<file path="src/design/bbd_pkg.sv">
package bbd_pkg;

    localparam int BIN_W       = 15;
    localparam int LEVEL_W     = 11;
    localparam int WIN_W       = 8;
    localparam int CNT_W       = 9;
    localparam int MAX_BINS    = 5;
    localparam int BIN_SHIFT   = 4;
    localparam int QUEUE_DEPTH = 2;

    localparam logic [LEVEL_W-1:0] LEVEL_MAX    = 11'd2047;
    localparam logic [WIN_W-1:0]   WINDOW_RESET = 8'd10;

    // hysteresis thresholds: (6*max + 4*min) / 10 and (4*max + 6*min) / 10
    localparam int HYST_DIV    = 10;
    localparam int HYST_HI_WT  = 6;
    localparam int HYST_LO_WT  = 4;
    localparam int MIX_W       = 15;
    localparam int DIV_SHIFT   = MIX_W + $clog2(HYST_DIV);
    localparam int RECIP_W     = DIV_SHIFT - $clog2(HYST_DIV) + 2;
    localparam int DIV_PROD_W  = MIX_W + RECIP_W;
    localparam logic [RECIP_W-1:0] HYST_RECIP =
        RECIP_W'(((longint'(1) << DIV_SHIFT) + HYST_DIV - 1) / HYST_DIV);

    typedef struct packed {
        logic               beat;
        logic               armed;
        logic [LEVEL_W-1:0] level;
    } result_t;

    function automatic logic [LEVEL_W-1:0] hyst_div(input logic [MIX_W-1:0] x);
        logic [DIV_PROD_W-1:0] prod;
        prod = DIV_PROD_W'(x) * DIV_PROD_W'(HYST_RECIP);
        return LEVEL_W'(prod >> DIV_SHIFT);
    endfunction

endpackage

</file>
<file path="src/design/bass_beat_detector.sv">
// Bass beat detector. Takes one spectrum beat per cycle while m_ready does not hold the output
// back, and returns one result beat for each, in order. The bin sum is registered at the edge
// that accepts a beat. The level (sum divided by twice the bin count) is then written to a
// two-entry queue, and from there the back end updates the running max/min, window swap and
// hysteresis thresholds and registers the result. The back end's state update keeps the rate
// at one beat per cycle unless the output stalls. window_frames resets to 10 and is written by
// cfg_we/cfg_wdata; the user must write it only while idle, as the block does not enforce this.
module bass_beat_detector
    import bbd_pkg::*;
#(
    parameter int BINS_PER_CHANNEL = 5
) (
    input  logic               aclk,
    input  logic               aresetn,
    input  logic               s_valid,
    output logic               s_ready,
    input  logic [BIN_W-1:0]   s_left_bin0,
    input  logic [BIN_W-1:0]   s_left_bin1,
    input  logic [BIN_W-1:0]   s_left_bin2,
    input  logic [BIN_W-1:0]   s_left_bin3,
    input  logic [BIN_W-1:0]   s_left_bin4,
    input  logic [BIN_W-1:0]   s_right_bin0,
    input  logic [BIN_W-1:0]   s_right_bin1,
    input  logic [BIN_W-1:0]   s_right_bin2,
    input  logic [BIN_W-1:0]   s_right_bin3,
    input  logic [BIN_W-1:0]   s_right_bin4,
    output logic               m_valid,
    input  logic               m_ready,
    output logic               m_beat,
    output logic               m_beat_armed_off,
    output logic [LEVEL_W-1:0] m_bass_level,
    input  logic               cfg_we,
    input  logic [WIN_W-1:0]   cfg_wdata
);

    logic [BIN_W-1:0]   left_bins  [MAX_BINS];
    logic [BIN_W-1:0]   right_bins [MAX_BINS];
    logic [WIN_W-1:0]   window_reg;
    logic               f_valid, f_ready;
    logic [LEVEL_W-1:0] f_level;
    logic               q_valid, q_ready;
    logic [LEVEL_W-1:0] q_level;
    result_t            result;

    assign left_bins[0]  = s_left_bin0;
    assign left_bins[1]  = s_left_bin1;
    assign left_bins[2]  = s_left_bin2;
    assign left_bins[3]  = s_left_bin3;
    assign left_bins[4]  = s_left_bin4;
    assign right_bins[0] = s_right_bin0;
    assign right_bins[1] = s_right_bin1;
    assign right_bins[2] = s_right_bin2;
    assign right_bins[3] = s_right_bin3;
    assign right_bins[4] = s_right_bin4;

    always_ff @(posedge aclk) begin
        if (!aresetn) begin
            window_reg <= WINDOW_RESET;
        end else if (cfg_we) begin
            window_reg <= cfg_wdata;
        end
    end

    bbd_front #(
        .BINS_PER_CHANNEL(BINS_PER_CHANNEL)
    ) u_front (
        .aclk      (aclk),
        .aresetn   (aresetn),
        .s_valid   (s_valid),
        .s_ready   (s_ready),
        .left_bins (left_bins),
        .right_bins(right_bins),
        .lvl_valid (f_valid),
        .lvl_ready (f_ready),
        .lvl_data  (f_level)
    );

    bbd_queue u_queue (
        .aclk     (aclk),
        .aresetn  (aresetn),
        .in_valid (f_valid),
        .in_ready (f_ready),
        .in_data  (f_level),
        .out_valid(q_valid),
        .out_ready(q_ready),
        .out_data (q_level)
    );

    bbd_back u_back (
        .aclk         (aclk),
        .aresetn      (aresetn),
        .in_valid     (q_valid),
        .in_ready     (q_ready),
        .in_level     (q_level),
        .window_frames(window_reg),
        .out_valid    (m_valid),
        .out_ready    (m_ready),
        .out_result   (result)
    );

    assign m_beat           = result.beat;
    assign m_beat_armed_off = result.armed;
    assign m_bass_level     = result.level;

    // upper threshold never below lower one, so a fresh beat stays armed
    assert property (@(posedge aclk) disable iff (!aresetn)
        m_valid && m_beat |-> m_beat_armed_off)
        else $error("beat reported while disarmed");

    assert property (@(posedge aclk) disable iff (!aresetn)
        m_valid && m_beat |-> m_bass_level != '0)
        else $error("beat on zero level");

    assert property (@(posedge aclk) disable iff (!aresetn)
        f_valid && !f_ready |-> q_valid)
        else $error("queue stalls front while empty");

endmodule

</file>
<file path="src/design/bbd_front.sv">
module bbd_front
    import bbd_pkg::*;
#(
    parameter int BINS_PER_CHANNEL = 5
) (
    input  logic               aclk,
    input  logic               aresetn,
    input  logic               s_valid,
    output logic               s_ready,
    input  logic [BIN_W-1:0]   left_bins  [MAX_BINS],
    input  logic [BIN_W-1:0]   right_bins [MAX_BINS],
    output logic               lvl_valid,
    input  logic               lvl_ready,
    output logic [LEVEL_W-1:0] lvl_data
);

    localparam int DIVISOR     = 2 * BINS_PER_CHANNEL;
    localparam int SUM_MAX     = DIVISOR * (((2 ** BIN_W) - 1) >> BIN_SHIFT);
    localparam int SUM_W       = $clog2(SUM_MAX + 1);
    localparam int RECIP_SHIFT = SUM_W + $clog2(DIVISOR);
    localparam int PROD_W      = SUM_W + RECIP_SHIFT + 1;
    localparam longint RECIP   = ((longint'(1) << RECIP_SHIFT) + DIVISOR - 1) / DIVISOR;

    logic [SUM_W-1:0]  sum_reg, sum_next;
    logic              vld_reg, vld_next;
    logic [PROD_W-1:0] prod;
    logic [SUM_W-1:0]  lvl_full;

    // shifted magnitudes, paired per bin then summed
    always_comb begin
        logic [SUM_W-1:0] pair;
        sum_next = '0;
        for (int i = 0; i < BINS_PER_CHANNEL; i++) begin
            pair = SUM_W'(left_bins[i] >> BIN_SHIFT) + SUM_W'(right_bins[i] >> BIN_SHIFT);
            sum_next = sum_next + pair;
        end
    end

    assign s_ready  = !vld_reg || lvl_ready;
    assign vld_next = s_ready ? s_valid : vld_reg;

    always_ff @(posedge aclk) begin
        if (!aresetn) begin
            vld_reg <= 1'b0;
        end else begin
            vld_reg <= vld_next;
        end
    end

    always_ff @(posedge aclk) begin
        if (s_valid && s_ready) begin
            sum_reg <= sum_next;
        end
    end

    // divide by twice the bin count through reciprocal multiply
    assign prod     = PROD_W'(sum_reg) * PROD_W'(RECIP);
    assign lvl_full = SUM_W'(prod >> RECIP_SHIFT);

    assign lvl_valid = vld_reg;
    assign lvl_data  = (lvl_full > SUM_W'(LEVEL_MAX)) ? LEVEL_MAX : LEVEL_W'(lvl_full);

endmodule

</file>
<file path="src/design/bbd_queue.sv">
module bbd_queue
    import bbd_pkg::*;
(
    input  logic               aclk,
    input  logic               aresetn,
    input  logic               in_valid,
    output logic               in_ready,
    input  logic [LEVEL_W-1:0] in_data,
    output logic               out_valid,
    input  logic               out_ready,
    output logic [LEVEL_W-1:0] out_data
);

    localparam int OCC_W = $clog2(QUEUE_DEPTH + 1);

    logic [OCC_W-1:0]   occ_reg, occ_next;
    logic [LEVEL_W-1:0] head_reg, head_next;
    logic [LEVEL_W-1:0] tail_reg, tail_next;
    logic               push, pop;

    assign out_valid = (occ_reg != '0);
    assign in_ready  = (occ_reg != OCC_W'(QUEUE_DEPTH)) || out_ready;
    assign push      = in_valid && in_ready;
    assign pop       = out_valid && out_ready;
    assign out_data  = head_reg;

    always_comb begin
        occ_next  = occ_reg;
        head_next = head_reg;
        tail_next = tail_reg;
        if (push && pop) begin
            if (occ_reg == OCC_W'(1)) begin
                head_next = in_data;
            end else begin
                head_next = tail_reg;
                tail_next = in_data;
            end
        end else if (push) begin
            if (occ_reg == '0) begin
                head_next = in_data;
            end else begin
                tail_next = in_data;
            end
            occ_next = occ_reg + OCC_W'(1);
        end else if (pop) begin
            head_next = tail_reg;
            occ_next  = occ_reg - OCC_W'(1);
        end
    end

    always_ff @(posedge aclk) begin
        if (!aresetn) begin
            occ_reg <= '0;
        end else begin
            occ_reg <= occ_next;
        end
    end

    always_ff @(posedge aclk) begin
        head_reg <= head_next;
        tail_reg <= tail_next;
    end

endmodule

</file>
<file path="src/design/bbd_back.sv">
module bbd_back
    import bbd_pkg::*;
(
    input  logic               aclk,
    input  logic               aresetn,
    input  logic               in_valid,
    output logic               in_ready,
    input  logic [LEVEL_W-1:0] in_level,
    input  logic [WIN_W-1:0]   window_frames,
    output logic               out_valid,
    input  logic               out_ready,
    output result_t            out_result
);

    logic [LEVEL_W-1:0] peak_run_reg, peak_run_next;
    logic [LEVEL_W-1:0] max_prev_reg, max_prev_next;
    logic [LEVEL_W-1:0] floor_run_reg, floor_run_next;
    logic [LEVEL_W-1:0] min_prev_reg, min_prev_next;
    logic [CNT_W-1:0]   frames_reg, frames_next;
    logic               active_reg, active_next;
    logic               valid_reg, valid_next;
    result_t            result_reg, result_next;

    logic               take;
    logic               swap;
    logic [LEVEL_W-1:0] max_upd, min_upd;
    logic [MIX_W-1:0]   mix_hi, mix_lo;
    logic [LEVEL_W-1:0] thr_hi, thr_lo;
    logic               fire;
    logic               armed_mid;

    assign in_ready = !valid_reg || out_ready;
    assign take     = in_valid && in_ready;

    always_comb begin
        max_upd = (in_level > peak_run_reg) ? in_level : peak_run_reg;
        min_upd = (in_level < floor_run_reg) ? in_level : floor_run_reg;
        swap    = frames_reg > CNT_W'(window_frames);

        max_prev_next  = swap ? max_upd : max_prev_reg;
        min_prev_next  = swap ? min_upd : min_prev_reg;
        peak_run_next  = swap ? '0 : max_upd;
        floor_run_next = swap ? LEVEL_MAX : min_upd;
        frames_next    = swap ? CNT_W'(1) : frames_reg + CNT_W'(1);

        mix_hi = MIX_W'(max_prev_next) * MIX_W'(HYST_HI_WT)
               + MIX_W'(min_prev_next) * MIX_W'(HYST_LO_WT);
        mix_lo = MIX_W'(max_prev_next) * MIX_W'(HYST_LO_WT)
               + MIX_W'(min_prev_next) * MIX_W'(HYST_HI_WT);
        thr_hi = hyst_div(mix_hi);
        thr_lo = hyst_div(mix_lo);

        // trigger and re-arm are both evaluated within one frame
        fire        = (in_level > thr_hi) && !active_reg;
        armed_mid   = fire || active_reg;
        active_next = (in_level < thr_lo) ? 1'b0 : armed_mid;

        result_next.beat  = fire;
        result_next.armed = active_next;
        result_next.level = in_level;

        valid_next = take ? 1'b1 : (out_ready ? 1'b0 : valid_reg);
    end

    always_ff @(posedge aclk) begin
        if (!aresetn) begin
            peak_run_reg  <= '0;
            max_prev_reg  <= '0;
            floor_run_reg <= LEVEL_MAX;
            min_prev_reg  <= '0;
            frames_reg    <= '0;
            active_reg    <= 1'b0;
            valid_reg     <= 1'b0;
        end else begin
            valid_reg <= valid_next;
            if (take) begin
                peak_run_reg  <= peak_run_next;
                max_prev_reg  <= max_prev_next;
                floor_run_reg <= floor_run_next;
                min_prev_reg  <= min_prev_next;
                frames_reg    <= frames_next;
                active_reg    <= active_next;
            end
        end
    end

    always_ff @(posedge aclk) begin
        if (take) begin
            result_reg <= result_next;
        end
    end

    assign out_valid  = valid_reg;
    assign out_result = result_reg;

endmodule

</file>
<file path="config.mk">
export PLATFORM = sky130hd
export DESIGN_NAME = bass_beat_detector
export DESIGN_NICKNAME = d
export VERILOG_FILES = /design/src/design/bbd_pkg.sv /design/src/design/bass_beat_detector.sv /design/src/design/bbd_front.sv /design/src/design/bbd_queue.sv /design/src/design/bbd_back.sv
export SDC_FILE = /design/constraint.sdc
export NUM_CORES = 1
export LEC_CHECK = 0
export BUFFER_PORTS_ARGS = -buffer_cell sky130_fd_sc_hd__buf_4
export CAP_MARGIN = 20
export CORE_ASPECT_RATIO = 2
export CORE_MARGIN = 2
export CORE_UTILIZATION = 30
export DETAILED_ROUTE_END_ITERATION = 10
export PLACE_DENSITY_LB_ADDON = 0.05
export SYNTH_ARGS = -nofsm -noshare
export SYNTH_HDL_FRONTEND = slang
export SYNTH_SLANG_ARGS = --single-unit
</file>
<file path="constraint.sdc">
create_clock -name aclk -period 25.4 [get_ports aclk]
set_input_delay 3.81 -clock aclk [delete_from_list [all_inputs] [get_ports aclk]]
set_output_delay 3.81 -clock aclk [all_outputs]
set_load 0.005 [all_outputs]
</file>
# == Yosys cells after proc, flatten, opt, wreduce, memory -nomap -nowiden ==
# Cells that the tools add are included.
# totals
regBits,116
elab_cells,90
in_bits,163
# op_classes
n_reduce_logical,21
eq_ne,5
mul,5
addsub,14
muxes,22
magnitude_cmp,6
bitwise_logic,1
# ops
op,count
11-bit two-way mux,16
11-bit by 11-bit adder with 12-bit output,5
15-bit adder,4
15-bit by 16-bit multiplier with 30-bit output (second input constant),2
15-bit by 16-bit multiplier with 31-bit output (second input constant),1
11-bit by 2-bit multiplier with 13-bit output (second input constant),2
11-bit greater-than comparator,2
11-bit less-than comparator,2
13-bit by 14-bit adder with 15-bit output,1
14-bit by 13-bit adder with 15-bit output,1
12-bit by 11-bit greater-than comparator with 1-bit output (second input constant),1
9-bit by 1-bit adder with 9-bit output (second input constant),1
9-bit by 8-bit greater-than comparator with 1-bit output,1
9-bit two-way mux,1
2-bit nonzero test,4
1-bit logical AND,5
1-bit logical OR,4
2-bit two-way mux,2
2-bit != test (second input constant),2
2-bit AND reduction,2
1-bit logical NOT,3
1-bit two-way mux,3
3-bit != test (second input constant),1
3-bit AND reduction,1
other kinds (7),7

# == Logic depth before layout (Yosys ltp) ==
# Gate-level depths: netlist of run 1.
# depth
ltp_word,10
depth_mapped,57
depth_no_buf,56

# == Modules after synthesis ==
# From an unflattened synthesis of run 1, not the netlist that was laid out.
# unflattened
hier_cells,2034
hier_area_um2,20269.4
# modules_own_cells
mod,seq_area_each_um2,cells_per_inst,n_inst,area_each_um2
bbd_back,1491.4,1328,1,12301.8
bbd_front,470.5,621,1,6615.1
bbd_queue,700.7,60,1,1056.0
bass_beat_detector,160.2,25,1,296.5

# == Worst setup path before layout of run 1 ==
# Ideal clock, no wire load.
# synth_timing
path_kind,reg-to-reg
from,"register u_queue.head_reg[5], in the netlist u_queue.out_data[5]"
to,"register u_back.result_reg, in the netlist u_back.out_result[11], data pin"
required_time_ns,25.140
setup_slack_ns,13.841
setup_ns,0.260
n_path_buf,1
period_less_slack_ns,11.559
stages_incl_launch_ff,52
arrival_ns,11.299
cell_sequence,edfxtp_1 > ha_1 > nand4_1 > a211oi_1 > o2111ai_1 > o211a_1 > buf_2 > nor2_4 > mux2i_1 > o21ai_0 > ha_1 > fa_1 > a21o_1 > a21oi_1 > o21bai_1 > a21oi_1 > nor2b_1 > o21a_1 > [... 16 more ...] > ha_1 > nand4_1 > or4_1 > o21ai_0 > a31oi_4 > o21bai_1 > xnor2_1 > ha_1 > nor2b_1 > o21a_1 > o21a_1 > o21a_1 > o21a_1 > o21a_1 > o21bai_1 > a21oi_1 > nor2_1 > nor2_1
# synth_between
elab_chain_len,10
word_cells_on_any_way,17
cone_classes,add/sub: 2; mul: 4; order compare: 4; mux: 5; reduce/logical: 2
# synth_lines
element,line,source
"start, declared",bbd_queue.sv:17,"logic [LEVEL_W-1:0] head_reg, head_next;"
"start signal, assigned",bbd_queue.sv:60,head_reg <= head_next;
11-bit greater-than comparator *,bbd_back.sv:36,max_upd = (in_level > peak_run_reg) ? in_level : peak_run_reg;
11-bit two-way mux *,bbd_back.sv:36,
11-bit two-way mux *,bbd_back.sv:40,max_prev_next = swap ? max_upd : max_prev_reg;
named net u_back.max_prev_next[1],bbd_back.sv:16,"logic [LEVEL_W-1:0] max_prev_reg, max_prev_next;"
11-bit by 2-bit multiplier with 13-bit output,bbd_back.sv:46,mix_hi = MIX_W'(max_prev_next) * MIX_W'(HYST_HI_WT)
14-bit by 13-bit adder with 15-bit output,bbd_back.sv:47,+ MIX_W'(min_prev_next) * MIX_W'(HYST_LO_WT);
15-bit by 16-bit multiplier with 30-bit output,bbd_pkg.sv:33,prod = DIV_PROD_W'(x) * DIV_PROD_W'(HYST_RECIP);
11-bit greater-than comparator,bbd_back.sv:54,fire = (in_level > thr_hi) && !active_reg;
1-bit logical AND,bbd_back.sv:54,
1-bit logical OR,bbd_back.sv:55,armed_mid = fire || active_reg;
1-bit two-way mux *,bbd_back.sv:56,active_next = (in_level < thr_lo) ? 1'b0 : armed_mid;
named net u_back.active_next,bbd_back.sv:20,"logic active_reg, active_next;"
"end signal, assigned",bbd_back.sv:89,result_reg <= result_next;
"end, declared",bbd_back.sv:22,"result_t result_reg, result_next;"
# The timed path passes the listed nets; every way through them passes the cells marked *.
# A chain may end at the register's enable or synchronous reset.

# == Final worst setup path of run 1 ==
# layout_timing
from,"register u_queue.head_reg[1], in the netlist u_queue.out_data[1]"
to,"register u_back.result_reg, in the netlist u_back.out_result[11], data pin"
# layout_between
word_cells_on_any_way,17
cone_classes,add/sub: 2; mul: 4; order compare: 4; mux: 5; reduce/logical: 2
# layout_rtl
element,line,source
11-bit less-than comparator *,bbd_back.sv:37,min_upd = (in_level < floor_run_reg) ? in_level : floor_run_reg;
11-bit two-way mux *,bbd_back.sv:37,
11-bit two-way mux *,bbd_back.sv:41,min_prev_next = swap ? min_upd : min_prev_reg;
named net u_back.min_prev_next[0],bbd_back.sv:18,"logic [LEVEL_W-1:0] min_prev_reg, min_prev_next;"
branches (longest 5 deep; another with 15-bit by 16-bit multiplier with 30-bit output),n/a,
1-bit two-way mux *,bbd_back.sv:56,
named net u_back.active_next,bbd_back.sv:20,
# Mark *: on every way through the listed nets, which the timed path passes.

==> qor.txt, run 1 <==
Pins Over Slew Limit: 0
Status: finished clean
Post-synth top area share: 29.9%
CP max stage delay: 0.62 ns
Crit Path Class: flop to flop
CTS buffer count: 17
Max FFs per register: 15
FF-to-FF End: u_back.out_result[11]
Cts hold-fix bufs: 0
Total wire length: 61.2 mm
GRT Total Usage: 17.8%
Most used DFF post-synth: dfxtp_1
Final GP Congestion: 0.841
Max cap viols: 0
Worst EP arrival: 13.67 ns
Total setup buffers inserted after CTS: 0
Largest area contributor in the netlist: ha_1
Top cells by area, synth: ha_1, fa_1, edfxtp_1, inv_1, dfxtp_1
Synthesized area per cell: 9.53 µm²
Antenna violations before repair: 4
#FFs+latches synth: 116
First-pass GRT wire length: 94.4 mm
Async SR Flop Fraction: 0%
Hold Path Class: flop to flop
Layout cells sized above 1: 9.45%
Number of nets in the layout: 3,177
Max Clock Freq: 74.0 MHz
Final setup skew: 0.0124 ns
Via density: 4.71
GR peak layer: met2
CTS tree: done
Final Hold Vio Count: 0
DR iter-0 viols: 410
Syn Inst Count: 2,161
Max-slew headroom: 32.3%
Sequential share of the synthesized area: 13.7%
Port Buffers: 137
Path depth of the worst reg2reg path: 51
Hold Path Sink: window_reg[3]
Reg clk slew, reported paths: 0.06 ns
CP required: 25.56 ns
Sink Count: 116
Vias: 15.2k
Largest net degree at the start of global routing: 53
Worst Hold Launch: window_reg[3]
R2R setup slack: 11.89 ns
Dpl hpwl: 55.4 mm
Die height: 375 µm
Post-place setup slack: 11.57 ns
CP startpoint kind: flop
Post-CTS Resized: 0
Global route total overflow: 0
Grt met3 use: 1.41%
Initial Utilization: 30.3%
Synth unique cells: 68
DRT Pass-1 Iters: 4
Netlist Area Pre-Place: 20,600 µm²
Met1 Track Usage GR: 15.0%
Num ports: 178
Die W: 189 µm
DRC Markers: 0
Mean routed wirelength per cell: 19.0 µm
Tightest Pin Transition: 1.01 ns
Worst-path maximum fanout: 12
Slowest CP cell: o41ai_1
# rows: 135
Post-placement cell count: 3,186
Worst-Skew Late Latency: 0.44 ns
Final worst setup slack: 11.89 ns
Layout Cells excl Fill: 3,221
RSZ-0062 raised after global routing: false
Synthesized Nets: 3,023
Max Buffers Root-to-Sink: 2
CTS root buf: clkbuf_16
Tmin final: 13.51 ns
Met2 usage: 40.1%
Post-synth EDFFs: 50
Period utilisation layout: 53.2%
ANT nets after route: 0
CORE AREA: 67,900 µm²
Final setup viols: 0
Crit end category: flop
FF-to-FF Start: u_queue.out_data[1]
Area of the die: 70,900 µm²
Ys Warns: 0
Hold Path Cell Cnt: 2
H-Tree Depth: 4
Total negative setup slack: 0 ns
Vias in the first global route: 16.8k
Area Overhead vs Synth: 13.5%
worst max-delay path, delay by kind of cell, from the launching register on:
kind,cells,cell delay (ns)
adders and majority gates,12,4.64
buffers and inverters,6,0.87
and+or+nand+nor,5,0.79
DFF,1,0.36
AOI/OAI and AO/OA,24,5.80
xor gates and xnor gates,3,0.55
muxes,1,0.17
cell families (layout without fill, tap and decap cells):
group / Yosys count / count (layout) / synth area share [%]
AO/OA/AOI/OAI: 396 / 396 / 12.7
XOR/XNOR: 138 / 138 / 5.90
adder cells (fa/ha/maj): 699 / 699 / 50.0
buffers and inverters: 409 / 576 / 7.51
flip-flops: 116 / 116 / 13.7
multiplexers: 43 / 43 / 2.11
other: 0 / 3 / 0
AND/OR/NAND/NOR: 360 / 360 / 8.09
Yosys cell counts (all sizes together), types with 6 or more instances:
library cell,number
buf,9
inv,384
o21bai,30
a31oi,18
o211ai,6
a21oi,107
or2,9
nand4,12
o21a,21
a211oi,43
dfxtp,66
a21o,48
nor2b,29
xor2,48
o21ai,74
or3,7
ha,493
xnor2,90
and3,13
nor3,18
a22oi,10
clkbuf,16
edfxtp,50
fa,206
nand2,105
a21boi,7
mux2i,40
nor2,124
nand2b,16
nand3,16
cell usage in the layout (no fill, tap or decap), types with 7 or more instances in the layout:
master / n
o21ai_0: 67
nand2_1: 105
nand3_1: 16
a211oi_1: 43
nand2b_1: 16
nor2b_1: 29
ha_1: 493
xor2_1: 47
buf_4: 160
edfxtp_1: 50
fa_1: 206
nor2_1: 122
xnor2_1: 90
a21o_1: 48
a21oi_1: 102
or3_1: 7
or2_2: 9
and3_1: 13
a21boi_0: 7
mux2i_1: 40
o21bai_1: 30
nand4_1: 12
o21a_1: 21
a31oi_1: 16
a22oi_1: 10
clkbuf_16: 17
dfxtp_1: 66
inv_1: 383
nor3_1: 17
final cells by class:
class                      count  area [µm²]
clock buffer                  19         433
tap                          890        1110
clock inverter                13         111
fill                        7099       44500
timing repair buffer         160        1200
antenna                        3        7.51
inverter                     384        1440
multi-input combinational   1636       16300
sequential                   116        2820
layer usage:
metal	share of wire (%)	up-vias
li1	-	7639
met1	30	7272
met2	64	186
met3	1.9	69
met4	3.6	0
met5	0	-
metrics by stage:
stage          hold WS, ns  cell area, µm²  util (%)
2_1_floorplan        0.459           20600         -
3_3_place_gp         0.479           22800      33.6
3_5_place_dp         0.481           22800      33.6
4_1_cts              0.492           23400      34.4
5_1_grt              0.513           23400      34.4
6_report             0.486           23400      34.4
worst max-delay path by stage:
stage	cells past startpoint	startpoint	to
after floorplan	51	u_queue.out_data[5]	u_back.out_result[11]
after global placement	51	u_queue.out_data[1]	u_back.out_result[11]
after detailed placement	51	u_queue.out_data[1]	u_back.out_result[11]
after CTS	51	u_queue.out_data[1]	u_back.out_result[11]
after global routing	51	u_queue.out_data[1]	u_back.out_result[11]
final	51	u_queue.out_data[1]	u_back.out_result[11]
Power of run 1 is left out: the tool's default activity adds up to more than one toggle a clock period on the data nets, which glitch-free logic cannot reach.
==> run 2, diff against run 1 <==
Clock period 25.4 ns to 13.5 ns, I/O delays scaled along.
==> run 2 against run 1 <==
  * Global-route usage is 0.14 points higher
  * Sequential share of layout area is 0.17 points lower
  * Final cell count is 0.96% higher
  * Count of clock-buffer cells in the layout is 2 lower
  * Clock skew is 0.0037 ns lower
  * First-iteration DRC count is 2.4% higher
  * Via count is 1.9% higher
  * Non-clock buffer count is 33 higher
  * Flip-flop and latch count stayed put
==> qor.txt, run 2 (same netlist as run 1, synthesis figures left out) <==
Status: finished clean
CP startpoint kind: flop
Final setup viols: 0 (unchanged)
Reg clk slew, reported paths: 0.06 ns (about the same)
Area Overhead vs Synth: 15.2%
# rows: 135 (unchanged)
Sink Count: 116 (unchanged)
Met1 Track Usage GR: 14.4% (-0.57 points)
CTS tree: done
Hold Path Sink: window_reg[3]
Max FFs per register: 15 (unchanged)
Post-placement cell count: 3,218 (+1.0%)
Worst-path maximum fanout: 7 (-5)
CP max stage delay: 0.65 ns (+0.03 ns)
GRT Total Usage: 17.9% (+0.14 points)
CTS buffer count: 17 (unchanged)
H-Tree Depth: 4 (unchanged)
ANT nets after route: 0 (unchanged)
Area of the die: 70,900 µm² (unchanged)
FF-to-FF End: u_back.out_result[12]
Vias: 15.4k (+1.9%)
CP top delay family: compound AO/OA/AOI/OAI gates
Final setup skew: 0.00868 ns (-0.00374 ns)
RSZ-0062 raised after global routing: false
Port Buffers: 137 (unchanged)
Number of nets in the layout: 3,210 (+1.0%)
Most common cell after layout, fill and taps aside: ha_1
Final Hold Vio Count: 0 (unchanged)
Antenna violations before repair: 2 (-2)
Hold Path Class: flop to flop
Pins Over Slew Limit: 0 (unchanged)
Met2 usage: 40.6% (+0.44 points)
Initial Utilization: 30.3% (unchanged)
DR iter-0 viols: 420 (+2.4%)
Dpl hpwl: 56.6 mm (+2.0%)
Worst Hold Launch: window_reg[3]
Path depth of the worst reg2reg path: 54 (+5.9%)
Largest net degree at the start of global routing: 46 (-13%)
Post-Layout Inst Area: 23,700 µm² (+1.4%)
DRC Markers: 0 (unchanged)
Num ports: 178 (unchanged)
Via density: 4.75 (+0.88%)
Total negative setup slack: 0 ns (unchanged)
CP required: 13.70 ns (-11.86 ns)
Total wire length: 61.8 mm (+1.0%)
Cts hold-fix bufs: 0 (unchanged)
Die W: 189 µm (unchanged)
Tmin final: 12.67 ns (-0.842 ns)
Post-CTS Resized: 0 (unchanged)
Layout Cells excl Fill: 3,252 (+0.96%)
DRT Pass-1 Iters: 5 (+1)
Hold Path Cell Cnt: 2 (unchanged)
CORE AREA: 67,900 µm² (unchanged)
Mean routed wirelength per cell: 19.0 µm (about the same)
Max Buffers Root-to-Sink: 2 (unchanged)
Total setup buffers inserted after CTS: 0 (unchanged)
Grt met3 use: 1.44% (+0.028 points)
Placement Cell Area: 23,100 µm² (+1.1%)
Global route total overflow: 0 (unchanged)
Worst EP arrival: 12.87 ns (-0.80 ns)
R2R setup slack: 0.83 ns (-11.06 ns)
Buf/Inv on CP: 4 (-2)
Tightest Pin Transition: 1.07 ns (+0.0624 ns)
Crit end category: flop
Max Clock Freq: 78.9 MHz (+6.6%)
Layout cells sized above 1: 10.9% (+1.5 points)
FF-to-FF Start: u_queue.out_data[6]
Die height: 375 µm (unchanged)
Period utilisation layout: 93.8% (+41 points)
First-pass GRT wire length: 95.0 mm (+0.66%)
Worst-Skew Late Latency: 0.45 ns (about the same)
GR peak layer: met2
CTS root buf: clkbuf_16
Vias in the first global route: 17.2k (+2.3%)
Max cap viols: 0 (unchanged)
Leading cell types in the layout, fill and taps excluded: ha_1, inv_1, fa_1
Final GP Congestion: 0.868 (+3.2%)
Slowest CP cell: edfxtp_1
Crit Path Class: flop to flop
Max-slew headroom: 28.1% (-4.2 points)
## run 2: layout make-up
cell class                      count  area [µm²]
Tap cell                          890        1110
Multi-Input combinational cell   1636       16300
Fill cell                        7155       44200
Clock inverter                     14         178
Clock buffer                       17         425
Antenna cell                        2        5.00
Inverter                          384        1440
Timing Repair Buffer              193        1470
Sequential cell                   116        2820
## run 2: per-stage QoR
step | util, % | hold WS (ns) | worst slack [ns]
after floorplan | - | 0.459 | 1.94
after global placement | 34.0 | 0.479 | 0.574
after detailed placement | 34.0 | 0.483 | 0.618
after CTS | 34.9 | 0.497 | 0.524
after global routing | 34.9 | 0.516 | 0.00743
final | 34.9 | 0.489 | 0.834
## run 2: layer usage
layer	up-vias	wire [µm]	part of all wire [%]
li1	7705	-	-
met1	7471	18300	30
met2	195	39700	64
met3	76	873	1.4
met4	0	2950	4.8
met5	-	0	0
## run 2: how the worst max path moves through the flow
| stage | start | endpoint | slack, ns | cells after the start |
|---|---|---|---|---|
| floorplan | u_queue.out_data[5] | u_back.out_result[11] | 1.94 | 51 |
| global placement | u_queue.out_data[1] | u_back.out_result[11] | 0.57 | 52 |
| detailed placement | u_queue.out_data[1] | u_back.out_result[11] | 0.62 | 52 |
| CTS | u_queue.out_data[1] | u_back.out_result[11] | 0.52 | 52 |
| global route | u_queue.out_data[6] | u_back.out_result[11] | 0.007 | 55 |
| finish | u_queue.out_data[6] | u_back.out_result[12] | 0.83 | 54 |
## run 2: worst register-to-register path, delay by kind of cell (launching register included)
| kind | cells | cell delay, ns |
|---|---|---|
| AOI/OAI and AO/OA | 26 | 4.96 |
| adders and majority gates | 11 | 4.50 |
| and+or+nand+nor | 9 | 1.24 |
| DFF | 1 | 0.65 |
| xor gates and xnor gates | 3 | 0.51 |
| muxes | 1 | 0.28 |
| buffers and inverters | 4 | 0.26 |
Power of run 2 is left out for the same reason.
